--- src/sv/vwcs_ram.sv ---
// Generic single-port synchronous RAM with registered read.
module vwcs_ram #(
    parameter int WIDTH = 8,
    parameter int DEPTH = 256
) (
    input  logic                     aclk,
    input  logic                     we,
    input  logic                     re,
    input  logic [$clog2(DEPTH)-1:0] addr,
    input  logic [WIDTH-1:0]         wdata,
    output logic [WIDTH-1:0]         rdata
);

    logic [WIDTH-1:0] mem [DEPTH];
    logic [WIDTH-1:0] rdata_reg;

    always_ff @(posedge aclk) begin
        if (we) begin
            mem[addr] <= wdata;
        end
        if (re) begin
            rdata_reg <= mem[addr];
        end
    end

    assign rdata = rdata_reg;

endmodule

--- config.mk ---
export PLATFORM = sky130hd
export DESIGN_NAME = vwcs_ram
export DESIGN_NICKNAME = d
export VERILOG_FILES = /design/src/sv/vwcs_ram.sv
export SDC_FILE = /design/constraint.sdc
export NUM_CORES = 2
export LEC_CHECK = 0
export BUFFER_PORTS_ARGS = -buffer_cell sky130_fd_sc_hd__buf_2
export CORE_MARGIN = 4
export CORE_UTILIZATION = 30
export CTS_BUF_LIST = sky130_fd_sc_hd__clkbuf_4 sky130_fd_sc_hd__clkbuf_8 sky130_fd_sc_hd__clkbuf_16
export DETAILED_ROUTE_END_ITERATION = 10
export PLACE_DENSITY = 0.5
export SYNTH_ARGS = -nofsm -noshare
export SYNTH_HDL_FRONTEND = slang
export SYNTH_SLANG_ARGS = --single-unit
--- constraint.sdc ---
create_clock -name aclk -period 6.8 [get_ports aclk]
set_clock_uncertainty 0.1 [all_clocks]
set_input_delay 0.34 -clock aclk [delete_from_list [all_inputs] [get_ports aclk]]
set_output_delay 0.34 -clock aclk [all_outputs]
set_load 0.05 [all_outputs]
==> metrics.txt <==
outcome=complete, but fails checks; violated checks=capacitance limit, slew limit; clk root buf=clkbuf_16; Detailed Routing Iterations Pass 1=5; Starting Density=0.3020; clk sinks=2056; max FFs per register=2048; die height=519.8 um; Rel. slew slack=-0.01197; post-layout min period=3.967 ns; Mapped Area=78570 um^2; Final Setup Violations=0; final-report hold violation count=0; CP required=7.20 ns; FF+latch count, synth=2056; type of the worst setup path=input port to flop; Avg Inst Size Synth=22.15 um^2; Yosys cell types=21; Power, Total=0.02647 W; Iter 0 DRT Violations=3764; drt wl/cell=27.86 um; drt via density=5.028; post-CTS resize count=0; clk_lat worst skew=0.84 ns; nets@finish=3683; most common cell after layout, fill and taps aside=edfxtp_1; Post-synth EDFFs=2056; Setup WS pre-CTS=2.128 ns; hpwl dp=116200 um; Worst EP arrival=4.36 ns; pwr dens=294.0 nW/um^2; GRT Util Overall=0.1490; die width=519.8 um; post-synthesis sequential area ratio=0.7858; Slew Viols, Final=1; leakage power=26.79 nW; Slew @ Worst Pin=1.498 ns; Post-synth ARST share=0; initial antenna violation count=14; leading cell types in the layout, fill and taps excluded=2056 x edfxtp_1, 512 x mux4_2, 256 x a22oi_1; first-pass GRT wire length=293700 um; Worst Setup Start Kind=input port; core box area=260200 um^2; Port Buffer Count=26; total grt overflow=0; Worst setup EP type=flop; Max Clk Rate=0.2521 GHz; Most used DFF post-synth=edfxtp_1; vias in the first global route=38430; row count=187; Final Worst Setup Slack=2.833 ns; Fillers=24190; setup TNS=0 ns; remaining antenna violation count after routing=0; detailed-route DRC error count=0; Max Cap Violations=1; Clk pin slew, worst setup/hold paths=0.06 ns; Post-Syn Instances=3547; synth warn=0; ratio of cells with drive above 1 in the final layout=0.2615; htree depth=4; synth-to-layout area growth=14.60%; number of CTS-inserted buffers=209; WL final=204400 um; crit-path max FO=67; CTS tree=yes; RePlAce Congestion=0.7492; Synth Net Count=3566; largest net degree at the start of global routing=188; I/O pin cnt=27; RSZ-0062 raised after global routing=no; worst-case vdd ir drop=0.0002119 V; Min-Delay Path Class=input port to flop; vias=36890; die area=270200 um^2; Max Root-Sink Buffers=3; period utilisation layout=0.5834
[critical path, stage by stage]
cell     delay [ns]
buf_8          0.56
buf_12         0.55
mux4_2         0.59
a22oi_1        0.38
a21oi_1        0.21
o41ai_1        1.31
nand4_1        0.16
[through the flow]
stage                     cell area, um^2  hold WS (ns)  cells  utilization
final                               90050        0.2866   7337       0.3461
after detailed placement            83220        0.7419   6940       0.3199
after global routing                90040        0.2428   7333       0.3461
after global placement              83180        0.7298   6937       0.3197
after CTS                           90020       0.02094   7330       0.3460
after floorplan                     78570        0.3389   3547            -
[area by class of cell]
| type | count | area, um^2 | area share |
|---|---|---|---|
| sequential | 2056 | 61740 | 0.6856 |
| multi-input combinational | 1258 | 15900 | 0.1766 |
| clock buffer | 258 | 5615 | 0.06236 |
| tap | 3496 | 4374 | 0.04858 |
| timing repair buffer | 138 | 1294 | 0.01437 |
| clock inverter | 124 | 1102 | 0.01224 |
| antenna | 6 | 15.01 | 0.0001667 |
| inverter | 1 | 3.754 | 0.00004169 |
[synth_stat cells (6+ instances only)]
| cell type | count | area [um^2] |
|---|---|---|
| nor2b_1 | 7 | 43.79 |
| a22oi_1 | 256 | 1922 |
| a21oi_1 | 128 | 640.6 |
| mux4_2 | 512 | 11530 |
| nand2_1 | 28 | 105.1 |
| buf_2 | 36 | 180.2 |
| nand2b_1 | 6 | 37.54 |
| buf_6 | 16 | 180.2 |
| nand4_1 | 8 | 50.05 |
| edfxtp_1 | 2056 | 61740 |
| nand3_1 | 13 | 65.06 |
| buf_4 | 16 | 120.1 |
| buf_1 | 19 | 71.32 |
| clkbuf_1 | 145 | 544.3 |
| o41ai_1 | 32 | 280.3 |
| nor2_1 | 232 | 870.8 |
| nor3_1 | 30 | 150.1 |
[kinds of logic after synthesis]
family / after synthesis / share of synthesized area
compound gates: 416 / 0.03618
simple gates: 330 / 0.01731
buf+inv: 233 / 0.01400
flops: 2056 / 0.7858
mux: 512 / 0.1468
[repair_timing]
action,CTS,global route
hold buffers,8,1
setup buffers,0,0
hold endpoints to repair,374,1
[where the power goes]
| group | switching, W | internal [W] |
|---|---|---|
| registers | 0.0000149 | 0.0140 |
| clock network | 0.00488 | 0.00640 |
| logic | 0.000802 | 0.000395 |
[metal layers]
metal / share of wire / vias to the layer above / wire (um) / global-route usage
met5: 0.00020 / - / 41 / 0
met4: 0.023 / 6 / 4625 / 0.03812
met3: 0.061 / 270 / 12390 / 0.02979
met2: 0.48 / 1142 / 98100 / 0.2370
met1: 0.44 / 20110 / 89290 / 0.2100
li1: - / 15360 / - / -
[worst paths after layout]
| path | start | endpoint | slack, ns | depth (start not counted) |
|---|---|---|---|---|
| setup / recovery | addr[0] | rdata[3]$_DFFE_PP_ | 2.83 | 7 |
| hold / removal | addr[7] | rdata[2]$_DFFE_PP_ | 0.29 | 5 |
| setup reg to reg | mem[137][3]$_DFFE_PP_ | rdata[3]$_DFFE_PP_ | 3.32 | 5 |
| hold reg to reg | mem[195][3]$_DFFE_PP_ | rdata[3]$_DFFE_PP_ | 0.92 | 5 |
Note: power is estimated with default switching activity, not from simulation.
