File: src/sv/vwcs_pkg.sv
// Shared types and constants for the VWAP crossover signal block.
package vwcs_pkg;

    localparam int HISTORY_DEPTH_DEF = 1024;

    localparam int TIME_W     = 40;
    localparam int TURN_W     = 48;
    localparam int VOL_W      = 32;
    localparam int SUM_W      = 64;
    localparam int AVG_W      = 48;
    localparam int FRAC_W     = 16;
    localparam int SWIN_W     = 20;
    localparam int CONF_W     = 10;
    localparam int MINH_W     = 16;
    localparam int TICKS_W    = 16;
    localparam int RUN_W      = 11;
    localparam int ENTRY_W    = TIME_W + TURN_W + VOL_W;
    localparam int QUO_W      = SUM_W + FRAC_W;

    localparam logic [SWIN_W-1:0] SHORT_WINDOW_RST  = 20'd360;
    localparam logic [SWIN_W-1:0] LONG_WINDOW_RST   = 20'd600;
    localparam logic [CONF_W-1:0] CONFIRM_COUNT_RST = 10'd100;
    localparam logic [MINH_W-1:0] MIN_HISTORY_RST   = 16'd500;

    localparam logic [1:0] REG_SHORT_WINDOW  = 2'd0;
    localparam logic [1:0] REG_LONG_WINDOW   = 2'd1;
    localparam logic [1:0] REG_CONFIRM_COUNT = 2'd2;
    localparam logic [1:0] REG_MIN_HISTORY   = 2'd3;

    localparam logic [1:0] SIG_NONE = 2'd0;
    localparam logic [1:0] SIG_BUY  = 2'd1;
    localparam logic [1:0] SIG_SELL = 2'd2;

    typedef enum logic [2:0] {
        ST_IDLE,
        ST_ADDR,
        ST_DATA,
        ST_DIV_SHORT,
        ST_WAIT_SHORT,
        ST_DIV_LONG,
        ST_WAIT_LONG,
        ST_FINISH
    } state_t;

    typedef struct packed {
        logic             start;
        logic [SUM_W-1:0] num;
        logic [SUM_W-1:0] den;
    } div_req_t;

    typedef struct packed {
        logic             done;
        logic [AVG_W-1:0] quo;
    } div_rsp_t;

endpackage

File: src/sv/vwcs_div.sv
// Bit-serial restoring divider: floor(num * 2^16 / den), saturated to 48 bits.
module vwcs_div (
    input  logic               aclk,
    input  logic               aresetn,
    input  vwcs_pkg::div_req_t req,
    output vwcs_pkg::div_rsp_t rsp
);

    localparam int QW = vwcs_pkg::QUO_W;
    localparam int SW = vwcs_pkg::SUM_W;
    localparam int AW = vwcs_pkg::AVG_W;
    localparam int CW = $clog2(QW + 1);

    logic [SW:0]   rem_reg, rem_next;
    logic [QW-1:0] dvd_reg, dvd_next;
    logic [QW-1:0] quo_reg, quo_next;
    logic [SW-1:0] den_reg, den_next;
    logic [CW-1:0] cnt_reg, cnt_next;
    logic          busy_reg, busy_next;
    logic          done_reg, done_next;
    logic [SW:0]   trial;

    always_comb begin
        rem_next  = rem_reg;
        dvd_next  = dvd_reg;
        quo_next  = quo_reg;
        den_next  = den_reg;
        cnt_next  = cnt_reg;
        busy_next = busy_reg;
        done_next = 1'b0;
        trial     = {rem_reg[SW-1:0], dvd_reg[QW-1]};
        if (req.start) begin
            rem_next  = '0;
            dvd_next  = {req.num, {vwcs_pkg::FRAC_W{1'b0}}};
            quo_next  = '0;
            den_next  = req.den;
            cnt_next  = '0;
            busy_next = 1'b1;
        end else if (busy_reg) begin
            dvd_next = {dvd_reg[QW-2:0], 1'b0};
            if (trial >= {1'b0, den_reg}) begin
                rem_next = trial - {1'b0, den_reg};
                quo_next = {quo_reg[QW-2:0], 1'b1};
            end else begin
                rem_next = trial;
                quo_next = {quo_reg[QW-2:0], 1'b0};
            end
            cnt_next = cnt_reg + 1'b1;
            if (cnt_reg == CW'(QW - 1)) begin
                busy_next = 1'b0;
                done_next = 1'b1;
            end
        end
    end

    always_ff @(posedge aclk) begin
        if (!aresetn) begin
            busy_reg <= 1'b0;
            done_reg <= 1'b0;
            cnt_reg  <= '0;
        end else begin
            busy_reg <= busy_next;
            done_reg <= done_next;
            cnt_reg  <= cnt_next;
        end
        rem_reg <= rem_next;
        dvd_reg <= dvd_next;
        quo_reg <= quo_next;
        den_reg <= den_next;
    end

    assign rsp.done = done_reg;
    assign rsp.quo  = (|quo_reg[QW-1:AW]) ? {AW{1'b1}} : quo_reg[AW-1:0];

endmodule

File: config.mk
export PLATFORM = sky130hd
export DESIGN_NAME = vwcs_div
export DESIGN_NICKNAME = d
export VERILOG_FILES = /design/src/sv/vwcs_pkg.sv /design/src/sv/vwcs_div.sv
export SDC_FILE = /design/constraint.sdc
export NUM_CORES = 1
export LEC_CHECK = 0
export BUFFER_PORTS_ARGS = -buffer_cell sky130_fd_sc_hd__buf_2
export CAP_MARGIN = 40
export CORE_ASPECT_RATIO = 1.2
export CORE_MARGIN = 5
export CORE_UTILIZATION = 64
export DETAILED_ROUTE_END_ITERATION = 10
export PLACE_DENSITY = 0.86
export REMOVE_ABC_BUFFERS = 1
export SLEW_MARGIN = 20
export SYNTH_ARGS = -nofsm -noshare
export SYNTH_HDL_FRONTEND = slang
export SYNTH_SLANG_ARGS = --single-unit
export TNS_END_PERCENT = 50
File: constraint.sdc
create_clock -name aclk -period 6.7 [get_ports aclk]
set_input_delay 0.67 -clock aclk [delete_from_list [all_inputs] [get_ports aclk]]
set_output_delay 0.67 -clock aclk [all_outputs]
set_load 0.01 [all_outputs]
==> metrics.txt <==
# DRC=0; Routed WL per cell=16.5 um; fin. max-slew vios=0; Syn. warnings=0; outcome=finished clean; final worst-path cycle share=0.577; CP max FO=4; first-pass GRT wire length=55400 um; Max Clock Freq=259 MHz; most frequent cell after synthesis=nor2_1; Net count, final=1878; CTS tree=built; Synth Register Bits=281; cts hold-fix bufs=0; Mapped Area=0.0154 sq mm; All-Layer GR Usage=0.241; total wire length=33500 um; Synth top area share=0.250; synthesis-to-finish area growth=11.8%; endpoints failing setup=0; CP arrival=4.32 ns; Detail Placement HPWL=23300 um; Post-synth EDFFs=128; GRT overflow=0; post-route ant nets=0; Die ar.=0.0272 sq mm; worst rel slew slack=0.429; global placer's final weighted congestion=0.904; number of global-route vias before repair=11700; Fin Setup TNS=0 ns; clock network fraction of total power=0.351; Seq pwr share=0.453; Placement Cell Area=0.0163 sq mm; Longest Clk Path Bufs=3; # Post-CTS Setup Buffers=0; post-cts gate resize count=0; ys async rst share=0; Slew @ Worst Pin=0.857 ns; Die H=180 um; CTS Sinks=281; clock transition at the registers of the reported paths=0.06 ns; pin count of the biggest net entering global routing=169; Combinational Power Share=0.195; RSZ-0062 raised after global routing=false; CP Cell Sequence=inv_1, ha_1, fa_1, and2b_2, o2111ai_2, a2111o_1, and3_4, a2111oi_4, a21oi_2, o41a_1, o21ai_1, mux2_1, a211oi_1; top cells by area, synth=edfxtp_1 (25%), dfxtp_1 (20%), mux2i_1 (6.8%); final hold violations=0; NetSw=1.22 mW; IO Port Bufs=179; switching share of power=0.280; most used flip-flop cell after synthesis=dfxtp_1; Min-Delay Path Class=in2reg; H-tree depth=1; Post-synth top cells=nor2_1 (210), dfxtp_1 (153), edfxtp_1 (128); Yosys top cell by area=edfxtp_1; CTS Root Cell=clkbuf_16; Max IR drop VDD=0.216 mV; Syn Area/Cell=9.83 sq um; Fin Clk Skew=0.00859 ns; critical path class=reg2reg; Worst EP required=7.16 ns; CORE AREA=0.0238 sq mm; Die Wd=151 um; fin area=0.0172 sq mm; Leakage=7.45 nW; total number of vias=11900; family with the most delay on the worst path=compound AO/OA/AOI/OAI gates; initial antenna violation count=4; Crit-path slowest cell=a2111o_1; total power draw=4.35 mW; layout cell share with drive strength beyond 1=0.193; Largest register FFs=80; clock latency on the worst-skew pair=0.54 ns; Tmin final=3.87 ns; Cells after Synth=1562; site row count=62; startpoint class of the critical path=register; drt first pass iters=5; worst path bufs/invs=1; Worst Setup End Kind=register; IO Count=180; Distinct cells, synth=86; vias per cell=5.90; Seq/Total Area, Yosys=0.450; CP peak stage delay=0.47 ns; CTS buffer count=29; PD cells=253 mW/mm^2; Starting Density=0.645; hold_ws=0.300 ns; max cap viols=0; Starting DRT DRC Count=737; P_int=3.13 mW
[path summary, 6_finish.rpt]
| path | slack [ns] | endpoint | from | cells past startpoint |
|---|---|---|---|---|
| max | 2.83 | rem_reg[62] | dvd_reg[79] | 13 |
| max reg2reg | 2.83 | rem_reg[62] | dvd_reg[79] | 13 |
| min | 0.30 | den_reg[35] | req[35] | 1 |
| min reg2reg | 0.50 | rem_reg[63] | rem_reg[63] | 2 |
[layout make-up]
| type | instances | area (sq um) |
|---|---|---|
| inverter | 88 | 330 |
| sequential | 281 | 6910 |
| multi-input combinational | 1092 | 7610 |
| tap | 320 | 400 |
| clock inverter | 17 | 118 |
| timing repair buffer | 189 | 1010 |
| clock buffer | 36 | 782 |
| fill | 1709 | 6650 |
| antenna | 1 | 2.50 |
[routing by layer]
metal  vias to the layer above  share of wire  track usage
li1                       5891              -            -
met1                      5607           0.41        0.303
met2                       330           0.49        0.410
met3                       100          0.059       0.0469
met4                         6          0.037       0.0874
met5                         -         0.0010            0
[power by group through the flow]
stage | clock (mW) | combinational [mW] | sequential (mW)
after global routing | 1.63 | 0.937 | 1.98
final | 1.53 | 0.848 | 1.97
after detailed placement | 0 | 0.832 | 2.01
after global placement | 0 | 0.812 | 2.00
after CTS | 1.56 | 0.842 | 1.97
after floorplan | 0 | 0.636 | 2.01
[kinds of logic after synthesis]
kind of cell,count (synthesis),synth area share
buf+inv,189,0.0557
simple gates,464,0.146
flops,281,0.450
mux,174,0.119
fa+ha+maj,66,0.0542
xor+xnor,54,0.0308
compound gates,334,0.145
[worst reg2reg max path, stage by stage, from the launching register on]
cell       delay [ns]
edfxtp_1         0.35
inv_1            0.05
ha_1             0.22
fa_1             0.38
and2b_2          0.26
o2111ai_2        0.14
a2111o_1         0.47
and3_4           0.20
a2111oi_4        0.38
a21oi_2          0.15
o41a_1           0.45
o21ai_1          0.18
mux2_1           0.33
a211oi_1         0.23
[layout by cell type (no fill, tap or decap), types with 4 or more instances in the layout]
| master | n |
|---|---|
| a211oi_1 | 55 |
| a21boi_0 | 4 |
| a21o_1 | 23 |
| a21oi_1 | 111 |
| a221oi_1 | 4 |
| a31oi_1 | 7 |
| and2_1 | 8 |
| and3_1 | 4 |
| buf_2 | 178 |
| buf_4 | 8 |
| clkbuf_1 | 4 |
| clkbuf_16 | 29 |
| clkinv_1 | 5 |
| clkinv_2 | 5 |
| dfxtp_1 | 152 |
| edfxtp_1 | 128 |
| ha_1 | 65 |
| inv_1 | 88 |
| mux2_2 | 68 |
| mux2i_1 | 104 |
| nand2_1 | 62 |
| nand2b_1 | 10 |
| nand3_1 | 17 |
| nand4_1 | 29 |
| nor2_1 | 210 |
| nor2b_1 | 11 |
| nor3_1 | 18 |
| nor4_1 | 12 |
| o211ai_1 | 7 |
| o21a_1 | 13 |
| o21ai_0 | 40 |
| o21ai_1 | 9 |
| o21bai_1 | 10 |
| o31ai_1 | 8 |
| or3_1 | 53 |
| or4_1 | 6 |
| xnor2_1 | 29 |
| xor2_1 | 25 |
[per-stage QoR]
stage	instances	utilization	setup slack (ns)
after floorplan	1461	-	-0.457
after global placement	1969	0.682	2.92
after detailed placement	1970	0.683	2.85
after CTS	2023	0.721	2.84
after global routing	2024	0.721	2.65
final	2024	0.721	2.83
Note: power is estimated with default switching activity, not from simulation.
